<file path="src/hdl/qdsf_pkg.sv">
package qdsf_pkg;

    // Item classes as the front end sorts them.
    typedef enum logic {
        CMD_SAMPLE = 1'b0,
        CMD_PERIOD = 1'b1
    } t_cmd;

    // Step direction of one pin sample, also shown on the result.
    typedef enum logic [1:0] {
        DIR_NONE = 2'd0,
        DIR_UP   = 2'd1,
        DIR_DOWN = 2'd2
    } t_dir;

    // One classified operation as it sits in the queue.
    typedef struct packed {
        t_cmd cmd;
        t_dir dir;
    } t_op;

    // Write side of the queue, driven by the front end.
    typedef struct packed {
        logic push;
        t_op  op;
    } t_q_wr;

    // Read side of the queue, seen by the back end.
    typedef struct packed {
        logic valid;
        t_op  op;
    } t_q_rd;

    // Configuration register file.
    localparam int CFG_IDX_W  = 2;
    localparam int CFG_DATA_W = 32;

    localparam logic [CFG_IDX_W-1:0] CFG_SPEED_SCALE = 2'd0;
    localparam logic [CFG_IDX_W-1:0] CFG_FILTER_COEF = 2'd1;
    localparam logic [CFG_IDX_W-1:0] CFG_ANGLE_SCALE = 2'd2;

    localparam logic [31:0] SPEED_SCALE_RST = 32'd65536;
    localparam logic [16:0] FILTER_COEF_RST = 17'd6554;
    localparam logic [31:0] ANGLE_SCALE_RST = 32'd3755;

    // Unity in Q1.16, the largest filter weight that has a meaning.
    localparam logic [16:0] COEF_UNITY = 17'd65536;

    typedef struct packed {
        logic [31:0] speed_scale;
        logic [16:0] filter_coef;
        logic [31:0] angle_scale;
    } t_cfg;

    // Queue between front and back end.
    localparam int Q_DEPTH = 2;

    // Back end sequencer.
    typedef enum logic [2:0] {
        BK_IDLE,
        BK_RAW_MUL,
        BK_RAW_SAT,
        BK_FILT_MUL,
        BK_FILT_SUM,
        BK_ANG_MUL,
        BK_ANG_ADD
    } t_back_state;

    // x4 Gray decode of the transition from prev to cur phase ({A, B}).
    function automatic t_dir step_decode(input logic [1:0] prev, input logic [1:0] cur);
        t_dir dir;
        case ({prev, cur})
            4'b10_00, 4'b00_01, 4'b11_10, 4'b01_11: dir = DIR_UP;
            4'b01_00, 4'b11_01, 4'b00_10, 4'b10_11: dir = DIR_DOWN;
            default:                                dir = DIR_NONE;
        endcase
        return dir;
    endfunction

endpackage

</file>
<file path="src/hdl/qdsf_queue.sv">
module qdsf_queue
    import qdsf_pkg::*;
(
    input  logic  i_clk,
    input  logic  i_rst_n,
    input  t_q_wr i_wr,
    output logic  o_full,
    input  logic  i_pop,
    output t_q_rd o_rd
);

    localparam int PTR_W = (Q_DEPTH > 1) ? $clog2(Q_DEPTH) : 1;
    localparam int CNT_W = $clog2(Q_DEPTH + 1);
    localparam logic [PTR_W-1:0] PTR_LAST = PTR_W'(Q_DEPTH - 1);
    localparam logic [CNT_W-1:0] CNT_FULL = CNT_W'(Q_DEPTH);

    t_op              r_mem [Q_DEPTH];
    logic [PTR_W-1:0] r_wr_ptr;
    logic [PTR_W-1:0] r_rd_ptr;
    logic [CNT_W-1:0] r_count;
    logic [PTR_W-1:0] n_wr_ptr;
    logic [PTR_W-1:0] n_rd_ptr;
    logic [CNT_W-1:0] n_count;
    logic             do_push;
    logic             do_pop;

    assign o_full     = (r_count == CNT_FULL);
    assign o_rd.valid = (r_count != '0);
    assign o_rd.op    = r_mem[r_rd_ptr];
    assign do_push    = i_wr.push && !o_full;
    assign do_pop     = i_pop && o_rd.valid;

    always_comb begin
        n_wr_ptr = r_wr_ptr;
        n_rd_ptr = r_rd_ptr;
        n_count  = r_count;
        if (do_push) begin
            n_wr_ptr = (r_wr_ptr == PTR_LAST) ? '0 : r_wr_ptr + 1'b1;
        end
        if (do_pop) begin
            n_rd_ptr = (r_rd_ptr == PTR_LAST) ? '0 : r_rd_ptr + 1'b1;
        end
        if (do_push && !do_pop) begin
            n_count = r_count + 1'b1;
        end else if (do_pop && !do_push) begin
            n_count = r_count - 1'b1;
        end
    end

    always_ff @(posedge i_clk) begin
        if (!i_rst_n) begin
            r_wr_ptr <= '0;
            r_rd_ptr <= '0;
            r_count  <= '0;
        end else begin
            r_wr_ptr <= n_wr_ptr;
            r_rd_ptr <= n_rd_ptr;
            r_count  <= n_count;
        end
    end

    always_ff @(posedge i_clk) begin
        if (do_push) begin
            r_mem[r_wr_ptr] <= i_wr.op;
        end
    end

endmodule

</file>
<file path="config.mk">
export PLATFORM = sky130hd
export DESIGN_NAME = qdsf_queue
export DESIGN_NICKNAME = d
export VERILOG_FILES = /design/src/hdl/qdsf_pkg.sv /design/src/hdl/qdsf_queue.sv
export SDC_FILE = /design/constraint.sdc
export NUM_CORES = 1
export LEC_CHECK = 0
export ABC_CLOCK_PERIOD_IN_PS = 1370
export BUFFER_PORTS_ARGS = -buffer_cell sky130_fd_sc_hd__buf_2
export CORE_AREA = 3 3 40 42
export CTS_CLUSTER_DIAMETER = 40
export DETAILED_ROUTE_END_ITERATION = 8
export DIE_AREA = 0 0 43 45
export PLACE_DENSITY = 0.63
export SLEW_MARGIN = 0
export SYNTH_ARGS = -nofsm -noshare
export SYNTH_HDL_FRONTEND = slang
export SYNTH_SLANG_ARGS = --single-unit
</file>
<file path="constraint.sdc">
create_clock -name i_clk -period 1.37 [get_ports i_clk]
set_input_delay 0.137 -clock i_clk [delete_from_list [all_inputs] [get_ports i_clk]]
set_output_delay 0.137 -clock i_clk [all_outputs]
set_load 0.005 [all_outputs]
</file>
==> impl_metrics.ini <==
[global_routing]
grt_max_degree = 7
overflow = 0
antenna_found_initial = 0
grt_pass1_wl_mm = 1.248
grt_pass1_vias = 311
gr-usage-all-layers_pct = 9.359

[synth]
syn_avg_cell_area_um2 = 12.69
syn_area_um2 = 444.2
ys_seq_area_share_pct = 63.10
syn-num-nets = 43
yosysWarnings = 0
ys_ff_latch = 11
synthCells = 35
synth.distinct_cells = 16

[floorplanning]
io_pins = 12
num_rows = 13
initial_core_util_pct = 34.57
die_area_mm2 = 0.001935
dieWidth_um = 43
fp.coreArea_mm2 = 0.001285
dieHeight_um = 45

[critical_path]
required_ns = 1.56
path_max_fanout = 3
path_class = flip-flop to flip-flop
worstSetupEndpointType = flip-flop
cp-start-kind = flip-flop
cpPeakStageDelay_ns = 0.34
crit_slowest_cell = or3_1
arrival_ns = 1.58
crit_path_cell_trace = nand2b_4 > inv_4 > nor2_2 > ha_2 > xor2_1 > or3_1 > a21oi_1

[sta]
max_freq_mhz = 718.4
fin_skew_ns = 0.003020
finalSetupTns_ns = -0.02198
relSlewSlack_pct = 77.37
maxSlewViolCount = 0
post-route-period-util_pct = 101.6
worstMarginPinSlew_ns = 0.3376
hold_viol = 0
rsz0062_at_grt = true
fin_crit_ns = 1.392
layout_setup_ws_ns = -0.02198
setup-violations-final = 1

[drt]
wl_per_cell_um = 9.873
drc = 0
viasPerCell = 4.493
vias = 319
first_pass_iters = 1
first_iter_violations = 0
wl_um = 701
drtAntennaViolNets = 0

[layout]
nets = 65
drive_gt1_share_pct = 55.36
layout_commonest_cell = buf_2
diodes = 0
layout_common_cells = buf_2, buf_4, edfxtp_1
area_delta_synth_final_pct = 36.62

[power_and_ir_drop]
total_power_w = 0.001171
p_clk_share_pct = 17.8
combinationalPowerShare_pct = 40.5
peakVddDrop_mv = 0.9308
power.leakage_nw = 0.2714
p_seq_share_pct = 41.7
power.internal_w = 0.0008266
p_per_area_mw_per_mm2 = 1929
p_sw_share_pct = 29.40
p_switching_w = 0.0003442

[clock_network]
tritoncts = built
clock_path_buffers = 2
htree_levels = 1
cts_made_buffers = 3
cts_root_buf = clkbuf_4
clock_latency_ns = 0.26
cts_sinks = 11
clk_pin_slew_ns = 0.06

[placed_design]
hpwl_um = 578.4
place_ws_ns = -0.03724
gp_congestion = 0.6567
port_buffers = 11

[run]
cap_violations = 0

[hold_path]
hp-class = input pin to flip-flop

[run_status]
violations = negative setup slack
status = finished with violations
==> what timing repair did <==
action	in CTS	in global routing
hold buffers	0	0
pin swaps	2	1
endpoints found under the setup margin	1	5
buffers inserted	1	0
resized for setup	1	0
==> area by class of cell <==
class,instances,area [µm²]
inverter,3,13.76
timing repair buffer,17,100.1
fill,120,678.2
sequential,11,282.8
clock buffer,4,26.28
multi-input combinational,21,165.2
tap,15,18.77
==> per-layer routing <==
metal | wire length, µm | track usage, %
met1 | 288 | 11.00
met2 | 370 | 13.77
met3 | 42 | 3.586
met4 | 0 | 7.229
met5 | 0 | 0
==> kinds of logic after synthesis <==
| group | Yosys count | synth area share, % |
|---|---|---|
| buffers and inverters | 3 | 2.535 |
| AO/OA/AOI/OAI | 5 | 6.761 |
| AND/OR/NAND/NOR | 9 | 11.27 |
| flip-flops | 11 | 63.10 |
| XOR/XNOR | 3 | 5.917 |
| adder cells (fa/ha/maj) | 1 | 2.816 |
| multiplexers | 3 | 7.605 |
==> stage by stage <==
stage	cells	area, µm²	util [%]	hold WS, ns
after detailed placement	66	571.8	44.50	0.3290
final	71	606.8	47.22	0.06384
after CTS	71	606.8	47.22	0.05235
after global routing	71	606.8	47.22	0.05533
after global placement	66	571.8	44.50	0.3265
after floorplan	35	460.4	-	0.2359
==> power groups by stage <==
stage	logic (W)	registers, W	clock network (W)
global route	0.000532	0.000499	0.000237
floorplan	0.000264	0.000490	0
detailed placement	0.000460	0.000493	0
global placement	0.000448	0.000491	0
CTS	0.000480	0.000490	0.000221
finish	0.000474	0.000488	0.000209
==> flip-flops by register name, indices dropped and copies added (netlist names), named ones only <==
name / cells
r_count: 2
r_mem: 6
r_rd_ptr: 1
r_wr_ptr: 1
==> critical path: cells and delay by family, from the launching register on <==
family	cells	cell delay [ns]
buffers and inverters	1	0.05
AND/OR/NAND/NOR	3	0.52
adder cells (fa/ha/maj)	1	0.17
flip-flops	1	0.33
XOR/XNOR	1	0.14
AO/OA/AOI/OAI	1	0.11
==> synthesized netlist by cell type <==
master	number	area (µm²)
dfxtp_1	5	100.1
a21oi_1	1	5.000
nor2_1	4	15.01
a21boi_0	1	7.510
mux2_2	3	33.78
o21a_1	1	7.510
ha_1	1	12.51
xor2_1	3	26.28
nor3_2	1	10.01
or2_2	1	6.260
nand2b_1	1	6.260
o21ai_0	2	10.01
edfxtp_1	6	180.2
and3_1	1	6.260
inv_1	3	11.26
or3_1	1	6.260
==> path summary, 6_finish.rpt <==
check        startpoint     endpoint  slack (ns)  depth (start not counted)
max          r_count[0]   r_count[1]       -0.02                          7
min             i_wr[2]  r_mem[1][2]        0.06                          1
max reg2reg  r_count[0]   r_count[1]       -0.02                          7
min reg2reg    r_rd_ptr     r_rd_ptr        0.52                          2
No activity file was read; power rests on OpenSTA's default activity.
