## src/hdl/qdsf_pkg.sv

```systemverilog
package qdsf_pkg;

    // Item classes as the front end sorts them.
    typedef enum logic {
        CMD_SAMPLE = 1'b0,
        CMD_PERIOD = 1'b1
    } t_cmd;

    // Step direction of one pin sample, also shown on the result.
    typedef enum logic [1:0] {
        DIR_NONE = 2'd0,
        DIR_UP   = 2'd1,
        DIR_DOWN = 2'd2
    } t_dir;

    // One classified operation as it sits in the queue.
    typedef struct packed {
        t_cmd cmd;
        t_dir dir;
    } t_op;

    // Write side of the queue, driven by the front end.
    typedef struct packed {
        logic push;
        t_op  op;
    } t_q_wr;

    // Read side of the queue, seen by the back end.
    typedef struct packed {
        logic valid;
        t_op  op;
    } t_q_rd;

    // Configuration register file.
    localparam int CFG_IDX_W  = 2;
    localparam int CFG_DATA_W = 32;

    localparam logic [CFG_IDX_W-1:0] CFG_SPEED_SCALE = 2'd0;
    localparam logic [CFG_IDX_W-1:0] CFG_FILTER_COEF = 2'd1;
    localparam logic [CFG_IDX_W-1:0] CFG_ANGLE_SCALE = 2'd2;

    localparam logic [31:0] SPEED_SCALE_RST = 32'd65536;
    localparam logic [16:0] FILTER_COEF_RST = 17'd6554;
    localparam logic [31:0] ANGLE_SCALE_RST = 32'd3755;

    // Unity in Q1.16, the largest filter weight that has a meaning.
    localparam logic [16:0] COEF_UNITY = 17'd65536;

    typedef struct packed {
        logic [31:0] speed_scale;
        logic [16:0] filter_coef;
        logic [31:0] angle_scale;
    } t_cfg;

    // Queue between front and back end.
    localparam int Q_DEPTH = 2;

    // Back end sequencer.
    typedef enum logic [2:0] {
        BK_IDLE,
        BK_RAW_MUL,
        BK_RAW_SAT,
        BK_FILT_MUL,
        BK_FILT_SUM,
        BK_ANG_MUL,
        BK_ANG_ADD
    } t_back_state;

    // x4 Gray decode of the transition from prev to cur phase ({A, B}).
    function automatic t_dir step_decode(input logic [1:0] prev, input logic [1:0] cur);
        t_dir dir;
        case ({prev, cur})
            4'b10_00, 4'b00_01, 4'b11_10, 4'b01_11: dir = DIR_UP;
            4'b01_00, 4'b11_01, 4'b00_10, 4'b10_11: dir = DIR_DOWN;
            default:                                dir = DIR_NONE;
        endcase
        return dir;
    endfunction

endpackage

```

## src/hdl/qdsf_in_if.sv

```systemverilog
interface qdsf_in_if;
    logic valid;
    logic ready;
    logic cmd;
    logic pin_a;
    logic pin_b;

    modport source (output valid, output cmd, output pin_a, output pin_b, input ready);
    modport sink   (input valid, input cmd, input pin_a, input pin_b, output ready);
endinterface

```

## src/hdl/qdsf_front.sv

```systemverilog
module qdsf_front
    import qdsf_pkg::*;
(
    input  logic          i_clk,
    input  logic          i_rst_n,
    qdsf_in_if.sink       i_in,
    input  logic          i_q_full,
    output t_q_wr         o_q_wr
);

    logic [1:0] r_prev_phase;
    logic [1:0] n_prev_phase;
    logic [1:0] cur_phase;
    logic       accept;
    t_cmd       cmd;

    assign cur_phase  = {i_in.pin_a, i_in.pin_b};
    assign cmd        = t_cmd'(i_in.cmd);
    assign i_in.ready = !i_q_full;
    assign accept     = i_in.valid && !i_q_full;

    always_comb begin
        n_prev_phase   = r_prev_phase;
        o_q_wr.push    = accept;
        o_q_wr.op.cmd  = cmd;
        o_q_wr.op.dir  = DIR_NONE;
        if (cmd == CMD_SAMPLE) begin
            o_q_wr.op.dir = step_decode(r_prev_phase, cur_phase);
            if (accept) begin
                n_prev_phase = cur_phase;
            end
        end
    end

    always_ff @(posedge i_clk) begin
        if (!i_rst_n) begin
            r_prev_phase <= 2'd0;
        end else begin
            r_prev_phase <= n_prev_phase;
        end
    end

endmodule

```

## src/flat_wrapper.sv

```systemverilog
// flat-port wrapper written by rule: the top's interface ports become plain ports
module qdsf_front_flat import qdsf_pkg::*;
  (i_clk, i_rst_n, i_q_full, o_q_wr, i_in_valid, i_in_cmd, i_in_pin_a, i_in_pin_b, i_in_ready);
  qdsf_in_if i_in_i ();
  input  logic i_clk;
  input  logic i_rst_n;
  input  logic i_q_full;
  output t_q_wr o_q_wr;
  input wire logic [$bits(i_in_i.valid)-1:0] i_in_valid;
  input wire logic [$bits(i_in_i.cmd)-1:0] i_in_cmd;
  input wire logic [$bits(i_in_i.pin_a)-1:0] i_in_pin_a;
  input wire logic [$bits(i_in_i.pin_b)-1:0] i_in_pin_b;
  output wire logic [$bits(i_in_i.ready)-1:0] i_in_ready;
  assign i_in_i.valid = i_in_valid;
  assign i_in_i.cmd = i_in_cmd;
  assign i_in_i.pin_a = i_in_pin_a;
  assign i_in_i.pin_b = i_in_pin_b;
  assign i_in_ready = i_in_i.ready;
  qdsf_front u_core (.i_clk(i_clk), .i_rst_n(i_rst_n), .i_in(i_in_i), .i_q_full(i_q_full), .o_q_wr(o_q_wr));
endmodule
```

## config.mk

```make
export PLATFORM = sky130hd
export DESIGN_NAME = qdsf_front_flat
export DESIGN_NICKNAME = d
export VERILOG_FILES = /design/src/hdl/qdsf_pkg.sv /design/src/hdl/qdsf_in_if.sv /design/src/hdl/qdsf_front.sv /design/src/flat_wrapper.sv
export SDC_FILE = /design/constraint.sdc
export NUM_CORES = 1
export LEC_CHECK = 0
export ABC_AREA = 1
export BUFFER_PORTS_ARGS = -buffer_cell sky130_fd_sc_hd__buf_4
export CAP_MARGIN = 20
export CORE_AREA = 2 2 39 41
export DETAILED_ROUTE_END_ITERATION = 12
export DIE_AREA = 0 0 41 43
export PLACE_DENSITY = 0.36
export SYNTH_ARGS = -nofsm -noshare
export SYNTH_HDL_FRONTEND = slang
export SYNTH_SLANG_ARGS = --single-unit
```

## constraint.sdc

```tcl
create_clock -name i_clk -period 1 [get_ports i_clk]
set_input_delay 0.15 -clock i_clk [delete_from_list [all_inputs] [get_ports i_clk]]
set_output_delay 0.15 -clock i_clk [all_outputs]
set_load 0.05 [all_outputs]
```

==> results_dict.tcl <==
set metrics [dict create \
    cts_tree "done" \
    design.core.area_um2 1380 \
    drv_cap 0 \
    worstPathMaxFanout 2 \
    antenna_cells 0 \
    firstDrtPassIters 2 \
    cts_max_level 1 \
    ant_nets 0 \
    hold_class "in -> reg" \
    slowest_stage "dfxtp_2" \
    finalHoldViolations 0 \
    fmax_ghz 0.803 \
    grt_max_degree 5 \
    cts_buffers 3 \
    slew_headroom_pct 89.1 \
    initial_utilization_pct 11.1 \
    cts_buffer_depth 2 \
    dpl_cell_area_um2 273 \
    worst_pin_slew_ps 163 \
    die_h_um 43 \
    critPathRequiredTime_ps 850 \
    root_buffer "clkbuf_4" \
    dieArea_um2 1760 \
    place_ws_ps -103 \
    clk_pin_slew_ps 30 \
    ff_latch_area_um2 42.5 \
    min_period_ps 1240 \
    setup_viol_count_final 2 \
    grt-ovfl-total 0 \
    netlist.top_cell.by_area "dfxtp_1" \
    avgSynthCellArea_um2 5.92 \
    post-synth-top-area-fraction_pct 26.0 \
    routed_wl_um 368 \
    io_pins 12 \
    crit_arrival_ps 1090 \
    violations "negative setup slack" \
    critPathKind "reg -> out" \
    port_buffers 11 \
    path_cells "xor2_4, nand2_2, nor2_4, buf_6" \
    largest_reg_flops 2 \
    fin_ws_ps -245 \
    final_cell_mix "buf_4 (10), inv_1 (5), nor2_1 (5), nand2_1 (5), clkbuf_4 (3)" \
    synthTopCellsByArea "dfxtp_1 (26%), nor2_1 (17%), nand2_1 (15%), inv_1 (12%), xor2_1 (11%)" \
    die_w_um 41 \
    ys_types 8 \
    hold_buffers 0 \
    vias 182 \
    min_period_over_period_pct 124 \
    cp.buffers_inverters 1 \
    n_fill_cell 162 \
    grt_pass1_vias 188 \
    drive_above_1_share_pct 53.8 \
    outcome "finished with violations" \
    wl_per_cell_um 6.69 \
    critical_path.top_delay_family "flip-flops" \
    drtIter0Drc 2 \
    rows 14 \
    syn_inst 26 \
    antenna_found_initial 0 \
    drc_errors 0 \
    yosysSeqAreaShare_pct 26.0 \
    ir_drop_uv 321 \
    grt_first_pass_wirelength_um 621 \
    yosysWarningCount 0 \
    routed_via_density 3.31 \
    fin_area_um2 318 \
    clk_latency_ps 220 \
    area_growth_pct 107 \
    largest-register "u_core.r_prev_phase" \
    reg_top3 "u_core.r_prev_phase (2)" \
    synth_seq_cells 2 \
    fin_nets 48 \
    syn_area_um2 154 \
    clock_skew_ps 0 \
    grt_use_total_pct 5.82 \
    cts_setup_buffers 0 \
    slowest_delay_ps 360 \
    power.leakage_nw 0.165 \
    cp-start-kind "register" \
    cp-end-kind "output port" \
    rsz0062_at_grt "true" \
    syn-num-nets 33 \
    final_common_cell "buf_4" \
    drv_slew 0 \
    power_density_nw_per_um2 1280 \
    clock-sinks 2 \
    gp_congestion 0.665 \
    multi_input_area_um2 116 \
]
## worst min-delay path: stages
cell	delay [ps]
buf_4	110
nand2_1	50
nor2_1	30
## path summary, 6_finish.rpt
check                           depth (start not counted)                      to                    from  slack, ps
worst max-delay path                                    4               o_q_wr[0]  u_core.r_prev_phase[1]       -240
worst min register to register                          4  u_core.r_prev_phase[0]  u_core.r_prev_phase[0]        540
worst max register to register                          4  u_core.r_prev_phase[1]  u_core.r_prev_phase[1]        350
worst min-delay path                                    3  u_core.r_prev_phase[1]                 i_rst_n        170
## routing by layer
layer  track usage [%]  share of wire, %  vias to the layer above
li1                  -                 -                       97
met1              4.17                35                       78
met2              8.44                53                        7
met3              4.71                12                        0
met4              6.00                 0                        0
met5                 0                 0                        -
## cell type report
cell class	instances	area share, %
Tap cell	16	6.30
Timing Repair Buffer	12	30.7
Multi-Input combinational cell	17	36.6
Sequential cell	2	13.4
Inverter	5	5.91
Clock buffer	3	7.09
## cell usage after synthesis
library cell and count:
nor2_1 7, buf_4 2, nand3_1 1, dfxtp_1 2, xor2_1 2, xnor2_1 1, inv_1 5, nand2_1 6
## repair_timing
action                                  CTS  global route
pin swaps                                 5             2
gates resized for setup                   4             1
endpoints found under the setup margin    2             2
endpoints found under the hold margin     0             0
## kinds of logic after synthesis
| group | count (synthesis) | synth area share (%) |
|---|---|---|
| flip-flops | 2 | 26.0 |
| XOR/XNOR | 3 | 17.1 |
| AND/OR/NAND/NOR | 14 | 35.0 |
| buffers and inverters | 7 | 21.9 |
## through the flow
step,std cells,power [mW],TNS [ps],utilization [%],hold WS [ps]
final,55,0.406,-444,23.0,167
after global routing,55,0.444,-625,23.0,174
after CTS,55,0.416,-496,22.2,158
after detailed placement,52,0.220,-137,19.7,399
after global placement,52,0.220,-137,19.7,399
after floorplan,26,0.176,-80.9,-,263
## report_power, final
part           internal [mW]  switching [mW]
registers             0.0857         0.00515
logic                 0.0563          0.0818
clock network          0.132          0.0446
(Power assumes the default switching activity.)
